File: src/design/afsm_pkg.sv
// shared types and constants for the audio frame sequencer and mixer
// no dependencies; imported by every module of the block

package afsm_pkg;

    // bus item kinds
    typedef enum logic [1:0] {
        OP_TICK  = 2'd0,
        OP_WRITE = 2'd1,
        OP_READ  = 2'd2
    } t_opcode;

    // configuration register indexes
    typedef enum logic [2:0] {
        CFG_STEP_ONE   = 3'd0,
        CFG_STEP_TWO   = 3'd1,
        CFG_STEP_THREE = 3'd2,
        CFG_STEP_FOUR  = 3'd3,
        CFG_STEP_FIVE  = 3'd4,
        CFG_FOUR_TOTAL = 3'd5,
        CFG_FIVE_TOTAL = 3'd6
    } t_cfg_reg;

    localparam int CFG_INDEX_W = 3;
    localparam int CFG_DATA_W  = 16;

    localparam logic [15:0] STEP_ONE_RST   = 16'd7457;
    localparam logic [15:0] STEP_TWO_RST   = 16'd14913;
    localparam logic [15:0] STEP_THREE_RST = 16'd22371;
    localparam logic [15:0] STEP_FOUR_RST  = 16'd29829;
    localparam logic [15:0] STEP_FIVE_RST  = 16'd37281;
    localparam logic [15:0] FOUR_TOTAL_RST = 16'd29830;
    localparam logic [15:0] FIVE_TOTAL_RST = 16'd37282;

    localparam logic [15:0] ADDR_STATUS    = 16'h4015;
    localparam logic [15:0] ADDR_FRAME_CTR = 16'h4017;
    localparam logic [7:0]  MODE_BIT_MASK  = 8'h80;
    localparam logic [7:0]  INHIBIT_MASK   = 8'h40;
    localparam logic [2:0]  RESTART_DELAY  = 3'd4;

    // mixer lookup tables
    localparam int PULSE_TABLE_SIZE = 31;
    localparam int TND_TABLE_SIZE   = 203;
    localparam int PULSE_IDX_W      = $clog2(PULSE_TABLE_SIZE);
    localparam int TND_IDX_W        = $clog2(TND_TABLE_SIZE);
    localparam int PULSE_W          = 14;
    localparam int TND_W            = 15;
    localparam int SAMPLE_W         = 15;
    localparam logic [SAMPLE_W-1:0] SAMPLE_MAX = {SAMPLE_W{1'b1}};

    // entry(n) = floor(gain*n*FULL_SCALE / (SCALE_DEN*(bias + LEVEL_STEP*n)))
    localparam longint unsigned PULSE_GAIN = 64'd9552;
    localparam longint unsigned PULSE_BIAS = 64'd8128;
    localparam longint unsigned TND_GAIN   = 64'd16367;
    localparam longint unsigned TND_BIAS   = 64'd24329;
    localparam longint unsigned FULL_SCALE = 64'd65535;
    localparam longint unsigned SCALE_DEN  = 64'd200;
    localparam longint unsigned LEVEL_STEP = 64'd100;

    // one result transaction
    typedef struct packed {
        logic                quarter_frame;
        logic                half_frame;
        logic                sample_valid;
        logic [SAMPLE_W-1:0] mixed_sample;
        logic [7:0]          read_data;
        logic                frame_irq;
    } t_result;

endpackage

File: src/design/afsm_mixer.sv
// nonlinear mixer: pulse and tnd lookup tables plus saturating sum
// depends on afsm_pkg for table sizes, formula constants and widths

module afsm_mixer
    import afsm_pkg::*;
(
    input  logic [3:0]          i_pulse_one_level,
    input  logic [3:0]          i_pulse_two_level,
    input  logic [3:0]          i_triangle_level,
    input  logic [3:0]          i_noise_level,
    input  logic [6:0]          i_delta_level,
    output logic [SAMPLE_W-1:0] o_sample
);

    logic [PULSE_W-1:0] pulse_rom [PULSE_TABLE_SIZE];
    logic [TND_W-1:0]   tnd_rom   [TND_TABLE_SIZE];

    // tables are fixed at elaboration from the exact rational formula, truncated
    for (genvar n = 0; n < PULSE_TABLE_SIZE; n++) begin : g_pulse
        localparam longint unsigned Entry = (PULSE_GAIN * n * FULL_SCALE) /
            (SCALE_DEN * (PULSE_BIAS + LEVEL_STEP * n));
        assign pulse_rom[n] = Entry[PULSE_W-1:0];
    end

    for (genvar n = 0; n < TND_TABLE_SIZE; n++) begin : g_tnd
        localparam longint unsigned Entry = (TND_GAIN * n * FULL_SCALE) /
            (SCALE_DEN * (TND_BIAS + LEVEL_STEP * n));
        assign tnd_rom[n] = Entry[TND_W-1:0];
    end

    logic [PULSE_IDX_W-1:0] pulse_idx;
    logic [PULSE_IDX_W-1:0] pulse_sel;
    logic [TND_IDX_W-1:0]   tnd_idx;
    logic [TND_IDX_W-1:0]   tnd_sel;
    logic [TND_W:0]         sum;

    always_comb begin
        pulse_idx = PULSE_IDX_W'(i_pulse_one_level) + PULSE_IDX_W'(i_pulse_two_level);
        tnd_idx   = TND_IDX_W'({i_triangle_level, 1'b0}) + TND_IDX_W'(i_triangle_level)
                  + TND_IDX_W'({i_noise_level, 1'b0}) + TND_IDX_W'(i_delta_level);

        // clamp to the last entry
        pulse_sel = (pulse_idx > PULSE_IDX_W'(PULSE_TABLE_SIZE - 1))
                  ? PULSE_IDX_W'(PULSE_TABLE_SIZE - 1) : pulse_idx;
        tnd_sel   = (tnd_idx > TND_IDX_W'(TND_TABLE_SIZE - 1))
                  ? TND_IDX_W'(TND_TABLE_SIZE - 1) : tnd_idx;

        sum = (TND_W + 1)'(pulse_rom[pulse_sel]) + (TND_W + 1)'(tnd_rom[tnd_sel]);

        if (sum > (TND_W + 1)'(SAMPLE_MAX)) begin
            o_sample = SAMPLE_MAX;
        end else begin
            o_sample = sum[SAMPLE_W-1:0];
        end
    end

endmodule

File: src/design/afsm_frame_seq.sv
// frame sequencer: step registers, position counter, restart countdown,
// status read and frame interrupt flag; depends on afsm_pkg

module afsm_frame_seq
    import afsm_pkg::*;
(
    input  logic                   i_clk,
    input  logic                   i_rst_n,
    input  logic                   i_cfg_valid,
    input  logic [CFG_INDEX_W-1:0] i_cfg_index,
    input  logic [CFG_DATA_W-1:0]  i_cfg_data,
    input  logic                   i_fire,
    input  logic [1:0]             i_opcode,
    input  logic [15:0]            i_bus_address,
    input  logic [7:0]             i_write_data,
    input  logic [4:0]             i_channel_status,
    input  logic                   i_dmc_irq,
    input  logic [SAMPLE_W-1:0]    i_sample,
    output t_result                o_result
);

    logic [15:0] r_step_one, r_step_two, r_step_three, r_step_four, r_step_five;
    logic [15:0] r_four_total, r_five_total;

    logic [15:0] r_tick_count, n_tick_count;
    logic        r_tick_parity, n_tick_parity;
    logic        r_five_step, n_five_step;
    logic        r_irq_inhibit, n_irq_inhibit;
    logic        r_frame_flag, n_frame_flag;
    logic [2:0]  r_countdown, n_countdown;

    logic [15:0] total;
    logic [15:0] base_count;
    logic        base_parity;
    logic [16:0] next_count;
    logic        hit_quarter, hit_half, hit_four;

    always_ff @(posedge i_clk) begin
        if (!i_rst_n) begin
            r_step_one   <= STEP_ONE_RST;
            r_step_two   <= STEP_TWO_RST;
            r_step_three <= STEP_THREE_RST;
            r_step_four  <= STEP_FOUR_RST;
            r_step_five  <= STEP_FIVE_RST;
            r_four_total <= FOUR_TOTAL_RST;
            r_five_total <= FIVE_TOTAL_RST;
        end else if (i_cfg_valid) begin
            unique case (i_cfg_index)
                CFG_STEP_ONE:   r_step_one   <= i_cfg_data;
                CFG_STEP_TWO:   r_step_two   <= i_cfg_data;
                CFG_STEP_THREE: r_step_three <= i_cfg_data;
                CFG_STEP_FOUR:  r_step_four  <= i_cfg_data;
                CFG_STEP_FIVE:  r_step_five  <= i_cfg_data;
                CFG_FOUR_TOTAL: r_four_total <= i_cfg_data;
                CFG_FIVE_TOTAL: r_five_total <= i_cfg_data;
                default: ;
            endcase
        end
    end

    always_comb begin
        n_tick_count  = r_tick_count;
        n_tick_parity = r_tick_parity;
        n_five_step   = r_five_step;
        n_irq_inhibit = r_irq_inhibit;
        n_frame_flag  = r_frame_flag;
        n_countdown   = r_countdown;

        o_result = '0;

        total       = r_five_step ? r_five_total : r_four_total;
        base_count  = r_tick_count;
        base_parity = r_tick_parity;
        next_count  = '0;

        // step compares always use the position before the countdown rezero
        hit_quarter = (r_tick_count == r_step_one) || (r_tick_count == r_step_three);
        hit_four    = !r_five_step && (r_tick_count == r_step_four);
        hit_half    = (r_tick_count == r_step_two) || hit_four
                    || (r_five_step && (r_tick_count == r_step_five));

        case (t_opcode'(i_opcode))
            OP_TICK: begin
                if (r_countdown != 3'd0) begin
                    n_countdown = r_countdown - 3'd1;
                    if (r_countdown == 3'd1) begin
                        base_count  = '0;
                        base_parity = 1'b0;
                        if (r_five_step) begin
                            o_result.quarter_frame = 1'b1;
                            o_result.half_frame    = 1'b1;
                        end
                    end
                end
                if (hit_quarter || hit_half) begin
                    o_result.quarter_frame = 1'b1;
                end
                if (!hit_quarter && hit_half) begin
                    o_result.half_frame = 1'b1;
                end
                if (hit_four && !r_irq_inhibit) begin
                    n_frame_flag = 1'b1;
                end
                if (!base_parity) begin
                    o_result.sample_valid = 1'b1;
                    o_result.mixed_sample = i_sample;
                end
                // a total of zero or a position left past the total wraps to zero
                next_count = {1'b0, base_count} + 17'd1;
                if (next_count >= {1'b0, total}) begin
                    next_count = '0;
                end
                n_tick_count  = next_count[15:0];
                n_tick_parity = ~base_parity;
            end
            OP_WRITE: begin
                if (i_bus_address == ADDR_FRAME_CTR) begin
                    n_five_step   = |(i_write_data & MODE_BIT_MASK);
                    n_irq_inhibit = |(i_write_data & INHIBIT_MASK);
                    n_countdown   = RESTART_DELAY;
                    n_tick_count  = '0;
                    n_tick_parity = 1'b0;
                    o_result.half_frame = n_five_step;
                end
            end
            OP_READ: begin
                if (i_bus_address == ADDR_STATUS) begin
                    o_result.read_data = {i_dmc_irq, r_frame_flag, 1'b0, i_channel_status};
                    n_frame_flag = 1'b0;
                end
            end
            default: ;
        endcase

        o_result.frame_irq = n_frame_flag;
    end

    always_ff @(posedge i_clk) begin
        if (!i_rst_n) begin
            r_tick_count  <= '0;
            r_tick_parity <= 1'b0;
            r_five_step   <= 1'b0;
            r_irq_inhibit <= 1'b0;
            r_frame_flag  <= 1'b0;
            r_countdown   <= '0;
        end else if (i_fire) begin
            r_tick_count  <= n_tick_count;
            r_tick_parity <= n_tick_parity;
            r_five_step   <= n_five_step;
            r_irq_inhibit <= n_irq_inhibit;
            r_frame_flag  <= n_frame_flag;
            r_countdown   <= n_countdown;
        end
    end

endmodule

File: src/design/apu_frame_sequencer_mixer.sv
// top level of the audio frame sequencer with nonlinear mixer
// depends on afsm_pkg, afsm_mixer and afsm_frame_seq

// Every transaction (tick, bus write or bus read) produces exactly one result
// transaction, and a new transaction can be accepted in every cycle while
// o_in_stall is low: the sequencer compares, the table lookups and the
// saturating add all sit between the input ports and the output register.
// A two-entry output buffer keeps taking one more transaction while the
// output is stalled; o_in_stall rises only when both entries are full.
// Configuration writes are always ready and take effect on the next cycle;
// they are meant to be written while no transaction is in flight.

module apu_frame_sequencer_mixer
    import afsm_pkg::*;
(
    input  logic                   i_clk,
    input  logic                   i_rst_n,

    input  logic                   i_cfg_valid,
    output logic                   o_cfg_ready,
    input  logic [CFG_INDEX_W-1:0] i_cfg_index,
    input  logic [CFG_DATA_W-1:0]  i_cfg_data,

    input  logic                   i_in_valid,
    output logic                   o_in_stall,
    input  logic [1:0]             i_opcode,
    input  logic [15:0]            i_bus_address,
    input  logic [7:0]             i_write_data,
    input  logic [4:0]             i_channel_status,
    input  logic                   i_dmc_irq,
    input  logic [3:0]             i_pulse_one_level,
    input  logic [3:0]             i_pulse_two_level,
    input  logic [3:0]             i_triangle_level,
    input  logic [3:0]             i_noise_level,
    input  logic [6:0]             i_delta_level,

    output logic                   o_out_valid,
    input  logic                   i_out_stall,
    output logic                   o_quarter_frame,
    output logic                   o_half_frame,
    output logic                   o_sample_valid,
    output logic [SAMPLE_W-1:0]    o_mixed_sample,
    output logic [7:0]             o_read_data,
    output logic                   o_frame_irq
);

    logic [SAMPLE_W-1:0] sample;
    t_result             result;
    logic                in_fire, out_fire;

    t_result r_out, r_skid;
    logic    r_out_valid, r_skid_valid;

    assign o_cfg_ready = 1'b1;
    assign o_in_stall  = r_skid_valid;
    assign in_fire     = i_in_valid && !r_skid_valid;
    assign out_fire    = r_out_valid && !i_out_stall;

    afsm_mixer u_mixer (
        .i_pulse_one_level (i_pulse_one_level),
        .i_pulse_two_level (i_pulse_two_level),
        .i_triangle_level  (i_triangle_level),
        .i_noise_level     (i_noise_level),
        .i_delta_level     (i_delta_level),
        .o_sample          (sample)
    );

    afsm_frame_seq u_seq (
        .i_clk            (i_clk),
        .i_rst_n          (i_rst_n),
        .i_cfg_valid      (i_cfg_valid),
        .i_cfg_index      (i_cfg_index),
        .i_cfg_data       (i_cfg_data),
        .i_fire           (in_fire),
        .i_opcode         (i_opcode),
        .i_bus_address    (i_bus_address),
        .i_write_data     (i_write_data),
        .i_channel_status (i_channel_status),
        .i_dmc_irq        (i_dmc_irq),
        .i_sample         (sample),
        .o_result         (result)
    );

    // output register with skid entry behind it
    always_ff @(posedge i_clk) begin
        if (!i_rst_n) begin
            r_out_valid  <= 1'b0;
            r_skid_valid <= 1'b0;
        end else if (r_skid_valid) begin
            if (out_fire) begin
                r_skid_valid <= 1'b0;
            end
        end else if (in_fire) begin
            if (r_out_valid && !out_fire) begin
                r_skid_valid <= 1'b1;
            end else begin
                r_out_valid <= 1'b1;
            end
        end else if (out_fire) begin
            r_out_valid <= 1'b0;
        end
    end

    always_ff @(posedge i_clk) begin
        if (r_skid_valid) begin
            if (out_fire) begin
                r_out <= r_skid;
            end
        end else if (in_fire) begin
            if (r_out_valid && !out_fire) begin
                r_skid <= result;
            end else begin
                r_out <= result;
            end
        end
    end

    assign o_out_valid     = r_out_valid;
    assign o_quarter_frame = r_out.quarter_frame;
    assign o_half_frame    = r_out.half_frame;
    assign o_sample_valid  = r_out.sample_valid;
    assign o_mixed_sample  = r_out.mixed_sample;
    assign o_read_data     = r_out.read_data;
    assign o_frame_irq     = r_out.frame_irq;

endmodule

File: config.mk
export PLATFORM = sky130hd
export DESIGN_NAME = apu_frame_sequencer_mixer
export DESIGN_NICKNAME = d
export VERILOG_FILES = /design/src/design/afsm_pkg.sv /design/src/design/afsm_mixer.sv /design/src/design/afsm_frame_seq.sv /design/src/design/apu_frame_sequencer_mixer.sv
export SDC_FILE = /design/constraint.sdc
export NUM_CORES = 1
export LEC_CHECK = 0
export BUFFER_PORTS_ARGS = -buffer_cell sky130_fd_sc_hd__buf_4
export CAP_MARGIN = 20
export CORE_ASPECT_RATIO = 1.25
export CORE_MARGIN = 3
export CORE_UTILIZATION = 30
export DETAILED_ROUTE_END_ITERATION = 16
export GPL_TIMING_DRIVEN = 0
export PLACE_DENSITY_LB_ADDON = 0.15
export SYNTH_ARGS = -nofsm -noshare
export SYNTH_HDL_FRONTEND = slang
export SYNTH_SLANG_ARGS = --single-unit
File: constraint.sdc
create_clock -name i_clk -period 10.8 [get_ports i_clk]
set_clock_uncertainty 0.15 [all_clocks]
set_input_delay 1.08 -clock i_clk [delete_from_list [all_inputs] [get_ports i_clk]]
set_output_delay 1.08 -clock i_clk [all_outputs]
set_load 0.01 [all_outputs]
==> flow_summary.json <==
{
  "wl_mm": 72.8,
  "ff2ff_setup_slack_ns": 5.15,
  "drive_gt1_share_pct": 10.5,
  "cts.root.buffer_cell": "clkbuf_16",
  "grt_pass1_vias": 15303,
  "synth.net_count": 2069,
  "numCtsBuffers": 17,
  "clkLatencyLatePin_ns": 0.46,
  "min_period_ns": 10.37,
  "worst_pin_slew_ns": 1.10,
  "fmax_mhz": 96.4,
  "synthSimpleGateAreaFrac_pct": 22.9,
  "leakagePower_uw": 0.00652,
  "antenna_found_initial": 3,
  "hold_viol": 0,
  "route.vias.total": 15598,
  "finalMaxSlewViolations": 0,
  "power_density_nw_per_um2": 279,
  "crit_start": "i_triangle_level[0]",
  "crit_type": "in -> reg",
  "layout_common_cells": "nand2_1 (362), nor2_1 (140), dfxtp_1 (137)",
  "grt_start_max_net_pins": 27,
  "r2r_cells": 22,
  "area_delta_synth_final_pct": 15.0,
  "slew_headroom_pct": 26.1,
  "ys_seq_elements": 189,
  "synth-adder-area-share_pct": 7.03,
  "ctsHtreeMaxLevel": 4,
  "start_util_pct": 30.6,
  "synth_xor_area_share_pct": 6.80,
  "synth_cells": 1913,
  "endpoint": "o_mixed_sample[12]",
  "gp_congestion": 1.03,
  "slowest_stage": "o221ai_1",
  "synth-main-ff-cell": "dfxtp_1",
  "rsz0062_at_grt": "false",
  "synth.distinct_cells": 90,
  "grt-ovfl-total": 0,
  "hp-class": "reg -> reg",
  "ir_drop_mv": 0.136,
  "fin_crit_sh_pct": 96.0,
  "hpwl_mm": 54.4,
  "grt.total_usage_pct": 27.7,
  "first_pass_iters": 8,
  "finalPower_uw": 4670,
  "rows": 89,
  "drt-initial-drc-count": 1373,
  "worstPathMaxFanout": 10,
  "core_area_um2": 47500,
  "drv_cap": 0,
  "finalHoldWorstSlack_ns": 0.313,
  "synthMuxAreaShare_pct": 2.59,
  "drc": 0,
  "synth_top_family_by_area": "compound AO/OA/AOI/OAI gates",
  "io_buffer_count": 100,
  "boundaryPins": 109,
  "nNetsFinal": 2191,
  "die_h_um": 252,
  "synth-compound-area-share_pct": 25.6,
  "antenna_left": 0,
  "post_cts_buffers": 0,
  "setup_viol": 0,
  "crit_required_ns": 10.83,
  "postLayoutCoreUtil_pct": 35.2,
  "clockBufferDepth": 2,
  "cts_tree": "built",
  "status": "completed",
  "end_kind": "flop",
  "wire_per_inst_um": 27.1,
  "crit_arrival_ns": 10.41,
  "clk_pin_slew_ns": 0.07,
  "crit_top_cell": "a21oi_1",
  "cpPeakStageDelay_ns": 0.79,
  "finalSetupTns_ns": 0,
  "nFillCells": 5150,
  "start_kind": "primary input",
  "regArea_um2": 4300,
  "via_per_inst": 5.80,
  "rr_startpoint": "u_seq.r_countdown[1]",
  "ys_seq_area_share_pct": 29.6,
  "grt_pass1_wl_mm": 105,
  "min_path_cells": 2,
  "final_common_cell": "nand2_1",
  "multi_input_area_um2": 9470,
  "die_area_um2": 51200,
  "die_w_um": 203,
  "synth-edff-count": 52,
  "synthArstFlopShare_pct": 0,
  "syn_area_um2": 14600,
  "synth_warnings": 0,
  "cts_num_sinks": 189,
  "worstReg2RegEnd": "u_seq.r_tick_count[10]",
  "syn_avg_cell_area_um2": 7.61
}
[worst max-delay path: cells and delay by family]
family	cells	cell delay [ns]
buffers and inverters	8	1.88
adders and majority gates	6	2.46
and+or+nand+nor	7	1.66
AOI/OAI and AO/OA	12	3.29
[per-layer routing]
layer	track usage (%)	up-vias	part of all wire, %
li1	-	7095	-
met1	31.6	7471	38
met2	47.6	750	48
met3	4.77	280	6.2
met4	18.5	2	7.8
met5	0	-	0.015
[worst min path at each step]
stage	from	endpoint	slack, ns
2_1_floorplan	u_seq.r_five_total[0]	u_seq.r_five_total[0]	0.29
3_3_place_gp	u_seq.r_five_total[7]	u_seq.r_five_total[7]	0.30
3_5_place_dp	u_seq.r_five_total[0]	u_seq.r_five_total[0]	0.30
4_1_cts	u_seq.r_five_total[0]	u_seq.r_five_total[0]	0.32
5_1_grt	u_seq.r_five_total[0]	u_seq.r_five_total[0]	0.33
6_report	u_seq.r_five_total[0]	u_seq.r_five_total[0]	0.31
[kinds of logic after synthesis]
| family | Yosys count |
|---|---|
| compound gates | 556 |
| xor+xnor | 113 |
| fa+ha+maj | 77 |
| buf+inv | 191 |
| flops | 189 |
| mux | 36 |
| other cells | 2 |
| simple gates | 749 |
[where the power goes]
part / switching [uW] / internal (uW) / total, uW
logic: 2300 / 930 / 3230
clock network: 306 / 322 / 628
registers: 19.0 / 789 / 808
[cells in the mapped netlist, drive strengths merged, types with 13 or more instances]
cell type  instances  share of area (%)
edfxtp            52                 11
a211oi            25                1.3
o21ai            126                4.3
and2              17               0.73
o211ai            19               0.98
a21o              17               0.88
nand2b            14               0.60
nor2b             16               0.69
nor4              21               0.90
nand3             84                2.9
xnor2             35                2.1
o31ai             13               0.86
a22oi             17               0.88
nand4             16               0.69
xor2              78                4.7
a31oi             37                1.7
nand2            362                9.3
mux2              13                1.0
mux2i             23                1.6
a21oi            122                4.4
nor2             141                3.7
clkbuf           101                2.6
ha                69                5.9
dfxtp            137                 19
a21boi            73                3.8
o22ai             15               0.73
nor3              37                1.3
buf               41                1.6
inv               48                1.2
[registers in the layout (all words and copies together), names as in the netlist, 3 cells and up]
signal and cells:
u_seq.r_four_total 16, o_mixed_sample 15, u_seq.r_step_two 16, u_seq.r_step_four 16, u_seq.r_countdown 3, u_seq.r_step_five 16
u_seq.r_five_total 16, r_skid 26, u_seq.r_step_three 16, u_seq.r_tick_count 16, o_read_data 7, u_seq.r_step_one 16
[area by class of cell]
type                       count  share of cell area, %
timing repair buffer         103                   4.71
inverter                      49                   1.10
clock buffer                  18                   2.62
buffer                       142                   3.70
antenna                        2                 0.0299
multi-input combinational   1533                   56.6
tap                          637                   4.76
sequential                   189                   25.7
clock inverter                14                  0.829
[per-stage QoR]
stage	worst slack (ns)	instances	instance area, um2
floorplan	2.76	1913	14600
global placement	-0.235	2650	16100
detailed placement	-0.0523	2653	16200
CTS	0.402	2685	16700
global route	0.137	2686	16700
finish	0.429	2687	16700
[timing repair]
| action | in CTS | in global routing |
|---|---|---|
| hold endpoints to repair | 0 | 0 |
| gates resized for setup | 0 | 3 |
| hold buffers | 0 | 0 |
| endpoints found under the setup margin | 0 | 19 |
Note: power is estimated with default switching activity, not from simulation.
